## config.mk

```make
export PLATFORM = sky130hd
export DESIGN_NAME = midi_split_and_control_remapper
export DESIGN_NICKNAME = d
export VERILOG_FILES = /design/src/design/mscr_pkg.sv /design/src/design/midi_split_and_control_remapper.sv /design/src/design/mscr_datapath.sv /design/src/design/mscr_ctrl.sv
export VERILOG_INCLUDE_DIRS = /design/src /design/src/design
export SDC_FILE = /design/constraint.sdc
export NUM_CORES = 1
export LEC_CHECK = 0
export BUFFER_PORTS_ARGS = -buffer_cell sky130_fd_sc_hd__clkbuf_2
export CAP_MARGIN = 20
export CORE_UTILIZATION = 40
export DETAILED_ROUTE_END_ITERATION = 7
export PLACE_DENSITY_LB_ADDON = 0.15
export SYNTH_ARGS = -nofsm -noshare
export SYNTH_HDL_FRONTEND = slang
export SYNTH_SLANG_ARGS = --single-unit
```

## constraint.sdc

```tcl
create_clock -name clk -period 3 [get_ports clk]
set_input_delay 0.9 -clock clk [delete_from_list [all_inputs] [get_ports clk]]
set_output_delay 0.9 -clock clk [all_outputs]
set_load 0.05 [all_outputs]
```

## src/design/midi_split_and_control_remapper_assert.svh

```systemverilog
// Assertion macros used by the remapper controller module.
`ifndef MIDI_SPLIT_AND_CONTROL_REMAPPER_ASSERT_SVH
`define MIDI_SPLIT_AND_CONTROL_REMAPPER_ASSERT_SVH

// Condition implies consequence in the same cycle.
`define MSCR_ASSERT_IMP(label, clk, rst, ante, cons) \
  label: assert property (@(posedge clk) disable iff (rst) (ante) |-> (cons)) \
    else $error("remapper assertion failed");

// Condition implies consequence in the next cycle.
`define MSCR_ASSERT_NXT(label, clk, rst, ante, cons) \
  label: assert property (@(posedge clk) disable iff (rst) (ante) |=> (cons)) \
    else $error("remapper assertion failed");

`endif

```

## src/design/mscr_pkg.sv

```systemverilog
// Types and constants shared by the MIDI split and control remapper modules.
package mscr_pkg;

  // Status byte codes.
  localparam logic [7:0] ST_NOTE_OFF = 8'd128;
  localparam logic [7:0] ST_NOTE_ON  = 8'd144;
  localparam logic [7:0] ST_CC       = 8'd176;
  localparam logic [7:0] ST_PC       = 8'd192;
  localparam logic [7:0] ST_LIMIT    = 8'd254;

  // Controller numbers.
  localparam logic [6:0] CC_SPLIT   = 7'd19;
  localparam logic [6:0] CC_PANIC   = 7'd14;
  localparam logic [6:0] CC_CLEAR   = 7'd10;
  localparam logic [6:0] CC_MOD     = 7'd1;
  localparam logic [6:0] CC_BREATH  = 7'd2;
  localparam logic [6:0] CC_PROG_DN = 7'd11;
  localparam logic [6:0] CC_PROG_UP = 7'd12;
  localparam logic [6:0] CC_ALL_OFF = 7'd123;
  localparam logic [6:0] CC_VOLUME  = 7'd7;
  localparam logic [6:0] CC_REVERB  = 7'd91;
  localparam logic [6:0] PROG_MAX   = 7'd127;

  // Commands from the controller to the datapath.
  typedef struct packed {
    logic       load;
    logic [1:0] idx;
    logic [3:0] chan;
  } dp_cmd_t;

  // Status from the datapath to the controller.
  typedef struct packed {
    logic [1:0] len;
    logic       all_off;
  } dp_status_t;

endpackage

```

## src/design/midi_split_and_control_remapper.sv

```systemverilog
// An accepted word is decoded into the message registers as it is taken; the controller then
// passes through its check state before the first output word is shown. Output words then go
// out one per cycle while out_ready is high, up to 3, or 3 per channel for the all-notes-off
// burst (48 at 16 channels). A new input word is taken only once all output words of the last are out.
// Synchronous active-high rst clears all message state but the word buffer; split_point returns to 54.
module midi_split_and_control_remapper
  import mscr_pkg::*;
#(
  parameter int NUM_CHANNELS = 16
) (
  input  logic        clk,
  input  logic        rst,
  input  logic [7:0]  midi_byte,
  input  logic        in_valid,
  output logic        in_ready,
  output logic [7:0]  out_byte,
  output logic        last_of_run,
  output logic        out_valid,
  input  logic        out_ready,
  input  logic        psel,
  input  logic        penable,
  input  logic        pwrite,
  input  logic [2:0]  paddr,
  input  logic [31:0] pwdata,
  output logic [31:0] prdata,
  output logic        pready
);

  localparam logic REG_SPLIT_POINT = 1'b0;
  localparam logic [6:0] SPLIT_POINT_RESET = 7'd54;

  logic [6:0] split_point;
  dp_cmd_t    cmd;
  dp_status_t status;

  // Configuration register write and read.
  assign pready = 1'b1;

  always_ff @(posedge clk) begin
    if (rst) begin
      split_point <= SPLIT_POINT_RESET;
    end else if (psel && penable && pwrite && paddr[2] == REG_SPLIT_POINT) begin
      split_point <= pwdata[6:0];
    end
  end

  assign prdata = (paddr[2] == REG_SPLIT_POINT) ? {25'b0, split_point} : 32'd0;

  mscr_ctrl #(
    .NUM_CHANNELS(NUM_CHANNELS)
  ) u_ctrl (
    .clk(clk),
    .rst(rst),
    .in_valid(in_valid),
    .in_ready(in_ready),
    .out_valid(out_valid),
    .out_ready(out_ready),
    .last_of_run(last_of_run),
    .status(status),
    .cmd(cmd)
  );

  mscr_datapath u_datapath (
    .clk(clk),
    .rst(rst),
    .midi_byte(midi_byte),
    .split_point(split_point),
    .cmd(cmd),
    .status(status),
    .out_byte(out_byte)
  );

endmodule

```

## src/design/mscr_datapath.sv

```systemverilog
// Datapath: message state, decode of one received byte and output byte select.
module mscr_datapath
  import mscr_pkg::*;
(
  input  logic       clk,
  input  logic       rst,
  input  logic [7:0] midi_byte,
  input  logic [6:0] split_point,
  input  dp_cmd_t    cmd,
  output dp_status_t status,
  output logic [7:0] out_byte
);

  logic [7:0] running_status, running_status_next;
  logic       second_pending, second_pending_next;
  logic [6:0] first_data, first_data_next;
  logic       split_on, split_on_next;
  logic [6:0] program_number, program_number_next;
  logic [7:0] msg0, msg0_next;
  logic [7:0] msg1, msg1_next;
  logic [7:0] msg2, msg2_next;
  logic [1:0] len, len_next;
  logic       all_off, all_off_next;
  logic [7:0] note_st;
  logic [7:0] pc_st;

  // Note status after the split rule, and the program change status of the channel.
  always_comb begin
    note_st = running_status;
    if ((running_status == ST_NOTE_ON || running_status == ST_NOTE_OFF) && split_on &&
        first_data <= split_point) begin
      note_st = running_status + 8'd1;
    end
    pc_st = ST_PC | {4'b0, running_status[3:0]};
  end

  // Decode of one accepted byte into state updates and an output word buffer.
  always_comb begin
    running_status_next = running_status;
    second_pending_next = second_pending;
    first_data_next     = first_data;
    split_on_next       = split_on;
    program_number_next = program_number;
    msg0_next           = msg0;
    msg1_next           = msg1;
    msg2_next           = msg2;
    len_next            = len;
    all_off_next        = all_off;
    if (cmd.load) begin
      len_next     = 2'd0;
      all_off_next = 1'b0;
      if (midi_byte >= ST_LIMIT) begin
        len_next = 2'd0;
      end else if (midi_byte[7]) begin
        running_status_next = midi_byte;
      end else if (!second_pending) begin
        second_pending_next = 1'b1;
        first_data_next     = midi_byte[6:0];
        if (running_status[7:4] == 4'hE) begin
          msg0_next = running_status;
          msg1_next = midi_byte;
          len_next  = 2'd2;
        end
      end else begin
        second_pending_next = 1'b0;
        if (running_status[7:5] == 3'b100) begin
          // Note on or note off, with the split rule applied.
          if (running_status > ST_NOTE_ON) begin
            split_on_next = 1'b0;
          end
          msg0_next = note_st;
          msg1_next = {1'b0, first_data};
          msg2_next = midi_byte;
          len_next  = 2'd3;
        end else if (running_status[7:4] == 4'hB && midi_byte != 8'd0) begin
          // Control change with a nonzero value.
          case (first_data)
            CC_SPLIT: begin
              first_data_next = 7'd0;
              split_on_next   = ~split_on;
            end
            CC_PANIC: begin
              first_data_next = 7'd127;
              all_off_next    = 1'b1;
              len_next        = 2'd3;
            end
            CC_CLEAR: begin
              len_next = 2'd0;
            end
            CC_MOD: begin
              first_data_next = CC_VOLUME;
              msg0_next       = running_status;
              msg1_next       = {1'b0, CC_VOLUME};
              msg2_next       = midi_byte;
              len_next        = 2'd3;
            end
            CC_BREATH: begin
              first_data_next = CC_REVERB;
              msg0_next       = running_status;
              msg1_next       = {1'b0, CC_REVERB};
              msg2_next       = midi_byte;
              len_next        = 2'd3;
            end
            CC_PROG_DN: begin
              running_status_next = pc_st;
              if (program_number != 7'd0) begin
                program_number_next = program_number - 7'd1;
              end
              msg0_next = pc_st;
              msg1_next = {1'b0, program_number_next};
              len_next  = 2'd2;
            end
            CC_PROG_UP: begin
              running_status_next = pc_st;
              if (program_number != PROG_MAX) begin
                program_number_next = program_number + 7'd1;
              end
              msg0_next = pc_st;
              msg1_next = {1'b0, program_number_next};
              len_next  = 2'd2;
            end
            default: begin
              len_next = 2'd0;
            end
          endcase
        end
      end
    end
  end

  // State registers.
  always_ff @(posedge clk) begin
    if (rst) begin
      running_status <= 8'd0;
      second_pending <= 1'b0;
      first_data     <= 7'd0;
      split_on       <= 1'b0;
      program_number <= 7'd0;
      len            <= 2'd0;
      all_off        <= 1'b0;
    end else begin
      running_status <= running_status_next;
      second_pending <= second_pending_next;
      first_data     <= first_data_next;
      split_on       <= split_on_next;
      program_number <= program_number_next;
      len            <= len_next;
      all_off        <= all_off_next;
    end
  end

  // Word buffer.
  always_ff @(posedge clk) begin
    msg0 <= msg0_next;
    msg1 <= msg1_next;
    msg2 <= msg2_next;
  end

  assign status.len     = len;
  assign status.all_off = all_off;

  // Output word select: buffered message, or the all-notes-off sweep.
  always_comb begin
    if (all_off) begin
      case (cmd.idx)
        2'd0:    out_byte = ST_CC | {4'b0, cmd.chan};
        2'd1:    out_byte = {1'b0, CC_ALL_OFF};
        default: out_byte = 8'd0;
      endcase
    end else begin
      case (cmd.idx)
        2'd0:    out_byte = msg0;
        2'd1:    out_byte = msg1;
        default: out_byte = msg2;
      endcase
    end
  end

endmodule

```

## src/design/mscr_ctrl.sv

```systemverilog
// Controller: accepts one word, then steps through the output words it causes.
module mscr_ctrl
  import mscr_pkg::*;
#(
  parameter int NUM_CHANNELS = 16
) (
  input  logic       clk,
  input  logic       rst,
  input  logic       in_valid,
  output logic       in_ready,
  output logic       out_valid,
  input  logic       out_ready,
  output logic       last_of_run,
  input  dp_status_t status,
  output dp_cmd_t    cmd
);

  localparam logic [1:0] S_IDLE  = 2'd0;
  localparam logic [1:0] S_CHECK = 2'd1;
  localparam logic [1:0] S_SEND  = 2'd2;
  localparam logic [3:0] CHAN_LAST = 4'(NUM_CHANNELS - 1);

  logic [1:0] state, state_next;
  logic [1:0] idx, idx_next;
  logic [3:0] chan, chan_next;
  logic       word_last;

  assign in_ready  = (state == S_IDLE);
  assign out_valid = (state == S_SEND);
  assign word_last = (idx == status.len - 2'd1);
  assign last_of_run = word_last && (!status.all_off || chan == CHAN_LAST);

  assign cmd.load = in_valid && in_ready;
  assign cmd.idx  = idx;
  assign cmd.chan = chan;

  // Next state and word position.
  always_comb begin
    state_next = state;
    idx_next   = idx;
    chan_next  = chan;
    case (state)
      S_IDLE: begin
        if (in_valid) begin
          state_next = S_CHECK;
        end
      end
      S_CHECK: begin
        idx_next   = 2'd0;
        chan_next  = 4'd0;
        state_next = (status.len == 2'd0) ? S_IDLE : S_SEND;
      end
      S_SEND: begin
        if (out_ready) begin
          if (last_of_run) begin
            state_next = S_IDLE;
          end else if (word_last) begin
            idx_next  = 2'd0;
            chan_next = chan + 4'd1;
          end else begin
            idx_next = idx + 2'd1;
          end
        end
      end
      default: begin
        state_next = S_IDLE;
      end
    endcase
  end

  always_ff @(posedge clk) begin
    if (rst) begin
      state <= S_IDLE;
    end else begin
      state <= state_next;
    end
  end

  always_ff @(posedge clk) begin
    idx  <= idx_next;
    chan <= chan_next;
  end

`include "midi_split_and_control_remapper_assert.svh"

  `MSCR_ASSERT_IMP(a_no_accept_while_sending, clk, rst, out_valid, !in_ready)
  `MSCR_ASSERT_NXT(a_accept_goes_to_check, clk, rst, in_valid && in_ready, state == S_CHECK)
  `MSCR_ASSERT_IMP(a_index_in_message, clk, rst, state == S_SEND, idx < status.len)
  `MSCR_ASSERT_IMP(a_channel_in_range, clk, rst, state == S_SEND, chan <= CHAN_LAST)

endmodule
```

==> results.yml <==
final_layout:
  area_growth_pct: 12.5
  antenna-diode-count: 0
  final_util_pct: 46.2
  num-nets-final: 602
  layout-drive-gt1-share_pct: 16.5
setup_path:
  critical_path_peak_fanout: 13
  critPathRequiredTime_ns: 2.10
  crit_path_top_delay_cell: "sky130_fd_sc_hd__edfxtp_1"
  critPathArrivalTime_ns: 2.00
  startpoint: "u_ctrl.idx[1]$_SDFFCE_PP0P_"
  kind_of_start_point_of_the_critical_path: "flip-flop"
  critPathMaxStageDelay_ns: 0.43
  crit_path_end_kind: "primary output"
  worst_path_dominant_cell_family: "flip-flops"
  reg2reg_path_depth: 6
  setup.worst_path.class: "reg -> out"
  crit_cells: 6
  cp_cell_sequence: "inv_1, ha_2, nor2_2, a211oi_1, a21oi_1, clkbuf_2"
  r2r_setup_slack_ns: 0.50
  path_buf_inv: 2
  worstReg2RegStart: "u_datapath.first_data[1]$_SDFFE_PP0P_"
clocking:
  h-tree-depth: 3
  clock_path_buffers: 2
  post-cts-setup-buffers: 0
  hold_buffers: 0
  tritoncts_clock_tree: "yes"
  cts-buffers-inserted: 9
  clock_tree.root_cell: "sky130_fd_sc_hd__clkbuf_8"
  post_cts.resized_instances: 2
  clkSinkCount: 64
  worst_skew_pair.late_latency_ns: 0.35
  path_clk_slew_ns: 0.09
min_path:
  timing.hold.worst.start: "u_datapath.len[0]$_SDFFE_PP0P_"
  min_path_cells: 2
  min-delay-path-class: "reg -> reg"
route:
  post_drt_wl_per_cell_um: 16.8
  first_iter_violations: 321
  drt_pass1_iterations: 4
  detailroute.via_count: 3781
  drt-vias-per-instance: 5.58
  postRouteWirelength_um: 11400
  remaining_drc_errors: 0
  postRouteAntennaNets: 0
timing:
  timing_hold_violations_final: 0
  timing.final.max_slew_violations: 0
  clock_skew_ns: 0.0153
  finish_stage_setup_viols: 0
  finalSetupTns_ns: 0
  worst-slew-pin-transition_ns: 0.766
  holdWs_ns: 0.496
  clock.fmax_mhz: 345
  period_minus_slack_ns: 2.90
  timing.max_slew.rel_slack_pct: 49.0
  finalCritPeriodShare_pct: 96.7
floorplanning:
  placement_rows: 37
  die_height_um: 105
  io-pin-count: 94
  initial_utilization_pct: 41.1
  core_area_um2: 10300
  design.die.area_um2: 11000
  floorplan.die.width_um: 105
logic_synthesis:
  synth_cell_type_count: 67
  largest_cells_by_area_after_synthesis: "sky130_fd_sc_hd__edfxtp_1, sky130_fd_sc_hd__dfxtp_1, sky130_fd_sc_hd__a21oi_1, sky130_fd_sc_hd__ha_1, sky130_fd_sc_hd__buf_4"
  synth_top_area_share_pct: 19.9
  most_common_cell_in_the_netlist: "sky130_fd_sc_hd__nor2_1"
  avgSynthCellArea_um2: 8.51
  synth_enable_flop_cells: 28
  synth_async_sr_flop_share_pct: 0
  post-synth-top-area-cell: "sky130_fd_sc_hd__edfxtp_1"
  synth-seq-cells: 64
  synth_top_cells_by_count: "sky130_fd_sc_hd__nor2_1, sky130_fd_sc_hd__a21oi_1, sky130_fd_sc_hd__nand2_1, sky130_fd_sc_hd__dfxtp_1, sky130_fd_sc_hd__edfxtp_1"
  ys_seq_area_share_pct: 37.0
  yosysWarningCount: 0
  synthesis.area_um2: 4220
  yosys_most_used_dff: "sky130_fd_sc_hd__dfxtp_1"
  netlist_instances: 496
power:
  leakage_nw: 1.92
  power.total_mw: 2.23
  peakVddDrop_mv: 0.225
  powerDensity_nw_per_um2: 470
global_routing:
  grt_start_max_net_pins: 23
  grt_remaining_overflow: 0
  number_of_global_route_vias_before_repair: 3517
  track_usage_pct: 21.7
  global_route_wire_length_before_repair_um: 18700
  antenna_violations_before_repair: 0
placed_design:
  io_buffer_count: 40
  gpl.final_weighted_congestion: 0.900
  dp_hpwl_um: 8370
flow_run:
  number_of_max_cap_violations: 0
outcome:
  status: "complete, no violations"
[stage by stage]
| stage | worst slack, ns | instances | area [um2] |
|---|---|---|---|
| 2_1_floorplan | 0.00478 | 520 | 4310 |
| 3_3_place_gp | 0.336 | 661 | 4500 |
| 3_5_place_dp | 0.305 | 661 | 4500 |
| 4_1_cts | 0.0775 | 677 | 4730 |
| 5_1_grt | -0.0155 | 677 | 4750 |
| 6_report | 0.0975 | 677 | 4750 |
[power by group]
group / internal, mW / leakage [nW] / switching [mW]
combinational: 0.113 / 1.25 / 0.287
sequential: 0.934 / 0.555 / 0.0355
clock: 0.477 / 0.110 / 0.384
[cells by family after synthesis]
group | share of synthesized area (%)
DFF | 37.0
AOI/OAI and AO/OA | 22.3
muxes | 2.43
buffers and inverters | 9.31
other | 0.178
and+or+nand+nor | 21.5
xor gates and xnor gates | 2.49
adders and majority gates | 4.74
[per-layer routing]
| layer | GRT usage [%] | wire length [um] | vias to the layer above |
|---|---|---|---|
| li1 | - | - | 1856 |
| met1 | 31.3 | 5460 | 1778 |
| met2 | 33.3 | 5150 | 134 |
| met3 | 3.37 | 638 | 13 |
| met4 | 6.14 | 148 | 0 |
| met5 | 0 | 0 | - |
[path summary, 6_finish.rpt]
path	endpoint
worst max-delay path	out_byte[3]
worst max register to register	u_datapath.msg0[1]$_DFFE_PP_
worst min-delay path	u_datapath.len[0]$_SDFFE_PP0P_
worst min register to register	u_datapath.len[0]$_SDFFE_PP0P_
[cell usage in the layout, fill, tap and decap left out, types with 5 or more instances in the layout]
cell type                   n
sky130_fd_sc_hd__nor2_1    46
sky130_fd_sc_hd__a21o_1     5
sky130_fd_sc_hd__o21ai_0   24
sky130_fd_sc_hd__dfxtp_1   36
sky130_fd_sc_hd__nand4_1    7
sky130_fd_sc_hd__nand3_1   15
sky130_fd_sc_hd__nor3_1    13
sky130_fd_sc_hd__nand2_1   44
sky130_fd_sc_hd__a311oi_1   6
sky130_fd_sc_hd__conb_1    26
sky130_fd_sc_hd__buf_4     16
sky130_fd_sc_hd__inv_1     24
sky130_fd_sc_hd__a211oi_1   9
sky130_fd_sc_hd__a31oi_1   11
sky130_fd_sc_hd__and2_1     5
sky130_fd_sc_hd__a21oi_1   44
sky130_fd_sc_hd__xnor2_1    8
sky130_fd_sc_hd__mux2i_1    8
sky130_fd_sc_hd__o211ai_1  10
sky130_fd_sc_hd__clkbuf_2  40
sky130_fd_sc_hd__a22oi_1    6
sky130_fd_sc_hd__nor3b_1    5
sky130_fd_sc_hd__ha_1      14
sky130_fd_sc_hd__edfxtp_1  28
sky130_fd_sc_hd__clkbuf_8   9
[worst min-delay path, stage by stage, from the launching register on]
cell	delay [ns]
sky130_fd_sc_hd__dfxtp_1	0.34
sky130_fd_sc_hd__nand2_1	0.06
sky130_fd_sc_hd__a21oi_1	0.05
[registers in the layout (all words and copies together), names as in the netlist, 4 cells and up]
register and count:
u_datapath.msg2 7, u_datapath.msg1 7, u_ctrl.chan 4, u_datapath.program_number 7, split_point 7, u_datapath.running_status 8, u_datapath.msg0 8, u_datapath.first_data 7
[final cells by class]
type / instances / area [um2]
flip-flops and latches: 64 / 1560
fillers: 1063 / 5530
clock buffers: 9 / 124
multi-input cells: 381 / 2380
inverters: 24 / 90.1
clock inverters: 7 / 103
repair buffers: 56 / 320
well taps: 136 / 170
(Power assumes the default switching activity.)
